===== config.mk =====
export PLATFORM = sky130hd
export DESIGN_NAME = audio_dac_sample_formatter
export DESIGN_NICKNAME = d
export VERILOG_FILES = /design/src/design/adsf_pkg.sv /design/src/design/audio_dac_sample_formatter.sv /design/src/design/adsf_scale.sv
export SDC_FILE = /design/constraint.sdc
export NUM_CORES = 2
export LEC_CHECK = 0
export ABC_AREA = 0
export BUFFER_PORTS_ARGS = -buffer_cell sky130_fd_sc_hd__clkbuf_2
export CAP_MARGIN = 0
export CORE_MARGIN = 5
export CORE_UTILIZATION = 35
export CTS_CLUSTER_SIZE = 40
export DETAILED_ROUTE_END_ITERATION = 12
export PLACE_DENSITY = 0.54
export SLEW_MARGIN = 10
export SYNTH_ARGS = -nofsm -noshare
export SYNTH_HDL_FRONTEND = slang
export SYNTH_SLANG_ARGS = --single-unit

===== constraint.sdc =====
create_clock -name clk -period 10.05 [get_ports clk]
set_clock_uncertainty 0.15 [all_clocks]
set_input_delay 2.5125 -clock clk [delete_from_list [all_inputs] [get_ports clk]]
set_output_delay 2.5125 -clock clk [all_outputs]
set_load 0.01 [all_outputs]

===== src/design/adsf_pkg.sv =====
// ----------------------------------------------------------------------------
// adsf_pkg
// shared constants, register map, mode codes and pipeline control types
// ----------------------------------------------------------------------------
package adsf_pkg;

  localparam int SAMPLE_W  = 16;
  localparam int VOL_W     = 7;
  localparam int MAG_W     = 22;
  localparam int RECIP_W   = 23;
  localparam int WIDE_W    = MAG_W + RECIP_W;
  localparam int SCALED_W  = SAMPLE_W + 1;
  localparam int ADDR_W    = 4;

  localparam logic [VOL_W-1:0]    VOLUME_FULL = 7'd100;
  // ceil(2^29 / 100), exact floor division for magnitudes below 2^22
  localparam int                  RECIP_SHIFT = 29;
  localparam logic [RECIP_W-1:0]  RECIP_MULT  = 23'd5368710;

  localparam logic [SAMPLE_W-1:0] DAC_OFFSET  = 16'h8000;
  localparam logic signed [SCALED_W-1:0] DIFF_KNEE_POS = 17'sd32512;
  localparam logic signed [SCALED_W-1:0] DIFF_KNEE_NEG = -17'sd32512;
  localparam logic [SAMPLE_W-1:0] DIFF_STEP   = 16'h0100;
  localparam logic [SAMPLE_W-1:0] DIFF_HI_R   = 16'hFF00;
  localparam logic [SAMPLE_W-1:0] DIFF_LO_R   = 16'h0100;

  localparam logic [1:0] REG_VOLUME = 2'd0;
  localparam logic [1:0] REG_MUTE   = 2'd1;
  localparam logic [1:0] REG_MODE   = 2'd2;

  typedef enum logic [1:0] {
    MODE_EXTERNAL = 2'd0,
    MODE_LEFT     = 2'd1,
    MODE_RIGHT    = 2'd2,
    MODE_DIFF     = 2'd3
  } out_mode_t;

  typedef struct packed {
    logic s1;
    logic s2;
    logic s3;
  } adsf_adv_t;

endpackage


===== src/design/audio_dac_sample_formatter.sv =====
// ----------------------------------------------------------------------------
// audio_dac_sample_formatter
// stereo frame scaling and dac word formatting with an apb register port
// ----------------------------------------------------------------------------
// Four-stage pipeline, one stereo frame per clock: abs and volume multiply,
// reciprocal multiply for the divide by 100, sign restore, then mono mixdown
// and mode formatting into the output register. Each stage holds only
// while the one after it is full and stalled, so bubbles close up under
// back-pressure. Registers: volume_percent at 0x0 (values above 100 act
// as 100), mute at 0x4, output_mode at 0x8 (0 external, 1 internal left,
// 2 internal right, 3 differential). Change registers only while the
// pipeline is empty.
module audio_dac_sample_formatter
  import adsf_pkg::*;
(
  input  logic              clk,
  input  logic              rst,
  // apb
  input  logic              psel,
  input  logic              penable,
  input  logic              pwrite,
  input  logic [ADDR_W-1:0] paddr,
  input  logic [31:0]       pwdata,
  output logic [31:0]       prdata,
  output logic              pready,
  // input stream
  input  logic              s_axis_tvalid,
  output logic              s_axis_tready,
  input  logic [31:0]       s_axis_tdata,   // left_in [15:0], right_in [31:16]
  // output stream
  output logic              m_axis_tvalid,
  input  logic              m_axis_tready,
  output logic [31:0]       m_axis_tdata    // left_out [15:0], right_out [31:16]
);

  logic [VOL_W-1:0]  volume_percent;
  logic              mute;
  out_mode_t         output_mode;
  logic              cfg_wr;
  logic [VOL_W-1:0]  vol_eff;

  logic              v1;
  logic              v2;
  logic              v3;
  logic              adv_out;
  logic              adv_s1;
  logic              adv_s2;
  logic              adv_s3;
  adsf_adv_t         adv;

  logic signed [SCALED_W-1:0] left_s;
  logic signed [SCALED_W-1:0] right_s;
  logic signed [SCALED_W:0]   sum;
  logic signed [SCALED_W-1:0] mono;
  logic [SAMPLE_W-1:0]        left_next;
  logic [SAMPLE_W-1:0]        right_next;

  // register port
  assign pready = 1'b1;
  assign cfg_wr = psel & penable & pwrite;

  always_ff @(posedge clk) begin
    if (rst) begin
      volume_percent <= '0;
      mute           <= 1'b0;
      output_mode    <= MODE_EXTERNAL;
    end else if (cfg_wr) begin
      case (paddr[3:2])
        REG_VOLUME: volume_percent <= pwdata[VOL_W-1:0];
        REG_MUTE:   mute           <= pwdata[0];
        REG_MODE:   output_mode    <= out_mode_t'(pwdata[1:0]);
        default:    ;
      endcase
    end
  end

  always_comb begin
    case (paddr[3:2])
      REG_VOLUME: prdata = {{(32-VOL_W){1'b0}}, volume_percent};
      REG_MUTE:   prdata = {31'd0, mute};
      REG_MODE:   prdata = {30'd0, output_mode};
      default:    prdata = '0;
    endcase
  end

  assign vol_eff = mute ? '0 : ((volume_percent > VOLUME_FULL) ? VOLUME_FULL : volume_percent);

  // pipeline advance chain
  assign adv_out       = !m_axis_tvalid || m_axis_tready;
  assign adv_s3        = !v3 || adv_out;
  assign adv_s2        = !v2 || adv_s3;
  assign adv_s1        = !v1 || adv_s2;
  assign adv           = '{s1: adv_s1, s2: adv_s2, s3: adv_s3};
  assign s_axis_tready = adv_s1;

  always_ff @(posedge clk) begin
    if (rst) begin
      v1            <= 1'b0;
      v2            <= 1'b0;
      v3            <= 1'b0;
      m_axis_tvalid <= 1'b0;
    end else begin
      if (adv_s1)  v1            <= s_axis_tvalid;
      if (adv_s2)  v2            <= v1;
      if (adv_s3)  v3            <= v2;
      if (adv_out) m_axis_tvalid <= v3;
    end
  end

  adsf_scale u_scale_left (
    .clk    (clk),
    .adv    (adv),
    .sample (s_axis_tdata[15:0]),
    .vol    (vol_eff),
    .scaled (left_s)
  );

  adsf_scale u_scale_right (
    .clk    (clk),
    .adv    (adv),
    .sample (s_axis_tdata[31:16]),
    .vol    (vol_eff),
    .scaled (right_s)
  );

  // mono mixdown and formatting
  assign sum  = {left_s[SCALED_W-1], left_s} + {right_s[SCALED_W-1], right_s};
  assign mono = sum[SCALED_W:1];

  always_comb begin
    case (output_mode)
      MODE_EXTERNAL: begin
        left_next  = left_s[SAMPLE_W-1:0];
        right_next = right_s[SAMPLE_W-1:0];
      end
      MODE_LEFT: begin
        left_next  = mono[SAMPLE_W-1:0] ^ DAC_OFFSET;
        right_next = '0;
      end
      MODE_RIGHT: begin
        left_next  = '0;
        right_next = mono[SAMPLE_W-1:0] ^ DAC_OFFSET;
      end
      MODE_DIFF: begin
        if (mono > DIFF_KNEE_POS) begin
          left_next  = mono[SAMPLE_W-1:0] + DIFF_STEP;
          right_next = DIFF_HI_R;
        end else if (mono < DIFF_KNEE_NEG) begin
          left_next  = mono[SAMPLE_W-1:0] - DIFF_STEP;
          right_next = DIFF_LO_R;
        end else begin
          left_next  = DAC_OFFSET;
          right_next = mono[SAMPLE_W-1:0] ^ DAC_OFFSET;
        end
      end
      default: begin
        left_next  = '0;
        right_next = '0;
      end
    endcase
  end

  always_ff @(posedge clk) begin
    if (adv_out) begin
      m_axis_tdata <= {right_next, left_next};
    end
  end

  // checks
  a_accept_fills_s1: assert property (@(posedge clk) disable iff (rst)
    s_axis_tvalid && s_axis_tready |=> v1)
    else $error("accepted request did not enter first stage");

  a_empty_s1_ready: assert property (@(posedge clk) disable iff (rst)
    !v1 |-> s_axis_tready)
    else $error("input stalled with empty first stage");

  a_stalled_s2_holds: assert property (@(posedge clk) disable iff (rst)
    v2 && !adv_s3 |=> v2)
    else $error("stalled stage two lost its request");

  a_s3_reaches_out: assert property (@(posedge clk) disable iff (rst)
    v3 && adv_out |=> m_axis_tvalid)
    else $error("stage three request did not reach output");

endmodule


===== src/design/adsf_scale.sv =====
// ----------------------------------------------------------------------------
// adsf_scale
// three-stage channel scaler: sample * volume / 100, truncated toward zero
// ----------------------------------------------------------------------------
module adsf_scale
  import adsf_pkg::*;
(
  input  logic                       clk,
  input  adsf_adv_t                  adv,
  input  logic signed [SAMPLE_W-1:0] sample,
  input  logic [VOL_W-1:0]           vol,
  output logic signed [SCALED_W-1:0] scaled
);

  logic [SAMPLE_W-1:0]          mag;
  logic [MAG_W-1:0]             prod_full;
  logic [MAG_W-1:0]             prod;
  logic                         sign1;
  logic [WIDE_W-1:0]            wide;
  logic [SAMPLE_W-1:0]          quot;
  logic                         sign2;
  logic [SCALED_W-1:0]          quot_ext;

  assign mag       = sample[SAMPLE_W-1] ? SAMPLE_W'(-sample) : sample;
  assign prod_full = MAG_W'(mag) * MAG_W'(vol);

  always_ff @(posedge clk) begin
    if (adv.s1) begin
      prod  <= prod_full;
      sign1 <= sample[SAMPLE_W-1];
    end
  end

  assign wide = WIDE_W'(prod) * WIDE_W'(RECIP_MULT);

  always_ff @(posedge clk) begin
    if (adv.s2) begin
      quot  <= wide[RECIP_SHIFT+SAMPLE_W-1:RECIP_SHIFT];
      sign2 <= sign1;
    end
  end

  assign quot_ext = {1'b0, quot};

  always_ff @(posedge clk) begin
    if (adv.s3) begin
      scaled <= sign2 ? -$signed(quot_ext) : $signed(quot_ext);
    end
  end

endmodule

# Yosys cells after proc, flatten, opt, wreduce, memory -nomap -nowiden
# Index checks and enable logic that the tools add are counted.
dict set report word_totals {
  in_bits 75
  wordCells 68
  register_bits 160
}
dict set report op_classes {
  n_eq_ne 5
  mul 4
  n_mux 13
  reduce_logical 13
  add_sub_neg 7
  n_bitwise 3
  n_lt_le_gt_ge 3
}
# cell count
set op_table {}
lappend op_table {{two-way mux 16 bit} 8}
lappend op_table {{case mux 16 bit (4 select lines)} 2}
lappend op_table {{multiplier 22 x 22 -> 44 bit (second input constant)} 2}
lappend op_table {{multiplier 16 x 7 -> 22 bit} 2}
lappend op_table {{negator 16 -> 17 bit} 2}
lappend op_table {{negator 16 bit} 2}
lappend op_table {{case mux 7 bit (3 select lines)} 1}
lappend op_table {{adder 17 x 17 -> 18 bit} 1}
lappend op_table {{greater-than comparator 17 x 16 -> 1 bit (second input constant)} 1}
lappend op_table {{less-than comparator 17 x 16 -> 1 bit (second input constant)} 1}
lappend op_table {{adder 16 x 9 -> 16 bit (second input constant)} 1}
lappend op_table {{subtractor 16 x 9 -> 16 bit (second input constant)} 1}
lappend op_table {{two-way mux 7 bit} 2}
lappend op_table {{greater-than comparator 7 bit (second input constant)} 1}
lappend op_table {{equality test 2 bit (second input constant)} 3}
lappend op_table {{AND reduction 2 bit} 3}
lappend op_table {{equality test 2 x 1 -> 1 bit (second input constant)} 2}
lappend op_table {{logical NOT 1 bit} 4}
lappend op_table {{logical NOT 2 bit} 2}
lappend op_table {{logical OR 1 bit} 4}
lappend op_table {{AND 1 bit} 2}
lappend op_table {{inverter 1 bit} 1}

# Logic depth before layout (Yosys ltp)
dict set report depth {
  depth_word 5
  ltp_mapped 24
  depth_no_buf 24
}

# Hierarchy
# A second synthesis with hierarchy kept.
dict set report hier_totals {
  cells_unflattened 3263
  hier_area_um2 32783.9
}
# mod area_per_inst_um2 cells_each instances seq_area_each_um2
set modules_own_cells {}
lappend modules_own_cells {{adsf_scale (u_scale_left)} 14695.3 1470 1 1711.6}
lappend modules_own_cells {{adsf_scale (u_scale_right)} 14305.0 1393 1 1711.6}
lappend modules_own_cells {audio_dac_sample_formatter 3783.6 400 1 1241.2}

# Least setup slack after synthesis
# Ideal clock, no wire load.
dict set report synth_timing {
  kind {input -> register}
  startpoint {input s_axis_tdata[4]}
  endpoint {register u_scale_left.prod[19], data pin}
  path_slack_ns 1.732
  setup_time_ns 0.259
  t_arrival_ns 7.908
  cell_stages 20
  path_cell_list {or4_1 or3_4 nor4_4 nand3_2 o31ai_1 xnor2_1 and2_1 fa_1 fa_1 fa_1 inv_1 fa_1 inv_1 ha_1 nand3_1 a2111oi_0 o31ai_1 a21boi_0 o21ai_0 xnor2_1}
}
dict set report synth_via {
  elab_chain_len 3
}
# item line
set synth_lines {}
lappend synth_lines {{from (decl)} audio_dac_sample_formatter.sv:29} ;# input logic [31:0] s_axis_tdata,
lappend synth_lines {{negator 16 bit} adsf_scale.sv:24} ;# assign mag = sample[SAMPLE_W-1] ? SAMPLE_W'(-sample) : sample;
lappend synth_lines {{two-way mux 16 bit *} adsf_scale.sv:24}
lappend synth_lines {{multiplier 16 x 7 -> 22 bit *} adsf_scale.sv:25} ;# assign prod_full = MAG_W'(mag) * MAG_W'(vol);
lappend synth_lines {{via u_scale_left.prod_full[19]} adsf_scale.sv:16} ;# logic [MAG_W-1:0] prod_full;
lappend synth_lines {{to (signal assigned)} adsf_scale.sv:29} ;# prod <= prod_full;
lappend synth_lines {{to (decl)} adsf_scale.sv:17} ;# logic [MAG_W-1:0] prod;
# The timed path passes the listed nets; every way through them passes the cells marked *.
# A chain may end at the register's enable or synchronous reset.

# Worst setup path in the final report
# Ends and elaborated chain as after synthesis.

==> metrics.cfg <==
[status]
status=finished, final reports clean

[clock_network]
h-tree-depth=4
cts_tree=done
clock_path_buffers=2
clock_latency_ns=0.47
clk_pin_slew_worst_paths_ns=0.06
root_buffer=clkbuf_16
ctsResizeCount=0
ctsHoldBuffers=0
numCtsBuffers=17
cts_setup_buffers=0
clock_sinks=160

[power_and_ir_drop]
swShare_pct=45.0
peakVddDrop_v=0.000124
powerDensity_nw_per_um2=119
leakage_uw=0.0185
p_int_uw=2210
comb_power_share_pct=58.3
p_clk_share_pct=15.9
power_frac_seq_pct=25.8
total_switching_power_uw=1810

[yosys]
synth_area_leaders=fa_1 31%, ha_1 23%, edfxtp_1 14%
yosys.area_share.simple_pct=8.96
yosys_warnings=0
netlist_instances=3113
synth-compound-area-share_pct=7.58
synth_top_family_by_area=adder cells
synth_adder_area_share_pct=54.2
yosys.cell_types.count=90
syn_area_um2=31500
ys_seq_area_share_pct=14.8
yosysTopAreaCellShare_pct=31.3
synth.avg_cell_area_um2=10.1
synth_top_flop_cell=edfxtp_1
async_flop_share_pct=0
synthXorXnorAreaFrac_pct=3.95
synth-edff-count=146
synth_seq_cells=160
yosysTopAreaCell=fa_1
muxShareOfSynthArea_pct=0.966

[final_layout]
nets=4341
syn2layout_area_growth_pct=7.59
final_core_util_pct=37.8
diodes=0
drive_above_1_share_pct=5.51

[global_routing]
antenna_found_initial=1
grt_pass1_vias=22100
grt_pass1_wl_um=118000
grt_use_total_pct=15.5
grt_overflow=0
grt_start_max_net_pins=47

[timing]
fin_setup_tns_ns=0
setup_viol=0
max_freq_mhz=116
worstMarginPinSlew_ns=1.19
hold_ws_ns=0.308
maxSlewHeadroom_pct=20.4
rsz0062_at_grt=false
slew_violations=0
min_period_ns=8.63
finalWorstSetupSlack_ns=1.42
post-route-period-util_pct=85.9
finalHoldViolations=0

[critical_path]
crit_arrival_ns=8.69
end_kind=flop
rrSetupSlack_ns=2.86
reg2reg_from=u_scale_right.prod[13]$_DFFE_PP_
worst_setup_path_start_kind=input pin
critical_path_peak_fanout=7
worst_r2r_endpoint=u_scale_right.quot[8]$_DFFE_PP_
crit_required_ns=10.11
path_class=input pin to flop
r2r_cells=22

[hold_path]
hold_depth=2
hold_end=v3$_SDFFE_PP0P_
hold_start=v2$_SDFFE_PP0P_
min_path_type=flop to flop

[detailed_routing]
via_count=20700
wl_per_cell_um=16.2
drtIter0Drc=1107
drt-total-wl_um=71100
vias_per_cell=4.71
drtPass1Iterations=5
antenna_left=0
drc=0

[die]
start_util_pct=35.1
pin_count=142
dieArea_um2=96100
die_h_um=310
fp-row-count=110
core_um2=89600
fp.dieW_um=310

[placed_design]
portBuffers=88
dp_slack_ns=0.965
dp_hpwl_um=62400
finalWeightedCongestion=0.852

[run]
maxCapViolCount=0

## metal layers
layer	GRT usage [%]	part of all wire [%]	vias to the layer above	wire, um
met3	2.78	5.4	47	3810
met5	0	0	-	0
met4	2.98	1.4	0	978
met2	23.8	42	377	30000
met1	23.2	51	10000	36300
li1	-	-	10200	-
## layout by cell type (no fill, tap or decap), drive strengths merged, types with 31 or more instances in the layout
cell type	count
a21o	31
a21oi	82
clkbuf	108
edfxtp	146
fa	493
ha	574
inv	713
nand2	130
nand2b	33
nor2	245
nor3	36
o21ai	60
xnor2	93
xor2	49
## cell usage after synthesis (5+ instances only)
library cell and number:
or2_2 9, a211o_1 11, a22o_1 9, ha_1 574
clkbuf_1 37, inv_1 705, fa_1 493, o21a_1 21
o41ai_1 7, xnor2_1 93, a31oi_1 7, xor2_1 49
a211oi_1 12, nor2_1 245, o211ai_1 5, o31ai_1 21
a21o_1 31, buf_4 26, a2111oi_0 6, dfxtp_1 14
o22ai_1 14, nand3_1 27, a211oi_2 6, o21ai_1 5
mux2i_1 27, a32o_1 8, a21oi_1 79, and2_1 17
or4_1 13, nor3_1 35, and3_1 13, nor2b_1 21
o21ai_0 55, or3_1 11, edfxtp_1 146, nand4_1 15
nand2_1 130, nand2b_1 33
## registers in the layout (all words and copies together), names as in the netlist, 7 cells and up
register / count
u_scale_left.prod: 22
u_scale_right.quot: 16
u_scale_left.scaled: 17
m_axis_tdata: 32
volume_percent: 7
u_scale_right.prod: 22
u_scale_right.scaled: 17
u_scale_left.quot: 16
## worst max-delay path by stage
stage	to	depth (start not counted)	startpoint
floorplan	u_scale_left.prod[19]$_DFFE_PP_	20	s_axis_tdata[4]
global route	u_scale_left.prod[19]$_DFFE_PP_	19	s_axis_tdata[4]
global placement	u_scale_left.prod[19]$_DFFE_PP_	21	s_axis_tdata[4]
detailed placement	u_scale_left.prod[21]$_DFFE_PP_	21	s_axis_tdata[4]
CTS	u_scale_left.prod[19]$_DFFE_PP_	21	s_axis_tdata[4]
finish	u_scale_left.prod[19]$_DFFE_PP_	21	s_axis_tdata[4]
## through the flow
stage	power, uW	cells	cell area (um^2)
6_report	4020	4388	33900
5_1_grt	4420	4388	33900
4_1_cts	4060	4388	33900
3_5_place_dp	3390	4356	33300
3_3_place_gp	3380	4356	33300
2_1_floorplan	2740	3137	31600
## cell families after synthesis
group	after synthesis
fa+ha+maj	1067
buf+inv	775
simple gates	598
compound gates	339
flops	160
xor+xnor	142
mux	30
other cells	2
## final cells by class
| cell class | instances | area [um^2] |
|---|---|---|
| clock buffer | 20 | 447 |
| clock inverter | 12 | 124 |
| fill | 8979 | 55700 |
| inverter | 708 | 2660 |
| multi-input combinational | 2202 | 23900 |
| sequential | 160 | 4660 |
| tap | 1176 | 1470 |
| timing repair buffer | 110 | 606 |
## critical path: stages
cell and delay [ns]:
clkbuf_2 0.10, or4_1 0.57, or3_4 0.38, nor4_4 0.19, nand3_2 0.15, nand2_1 0.11, xor2_1 0.48, nor2_1 0.13
fa_1 0.59, fa_1 0.44, fa_1 0.56, inv_1 0.06, fa_1 0.53, inv_1 0.04, ha_1 0.37, nand3_1 0.09
a2111oi_0 0.56, o31ai_1 0.18, a21boi_0 0.33, o21ai_0 0.18, xnor2_1 0.15
## power groups by stage
stage | sequential [uW] | clock, uW | combinational (uW)
floorplan | 1020 | 0 | 1720
global placement | 1050 | 0 | 2320
detailed placement | 1050 | 0 | 2340
CTS | 1040 | 667 | 2350
global route | 1060 | 690 | 2670
finish | 1040 | 641 | 2340
Power figures use the tool's default switching activity.
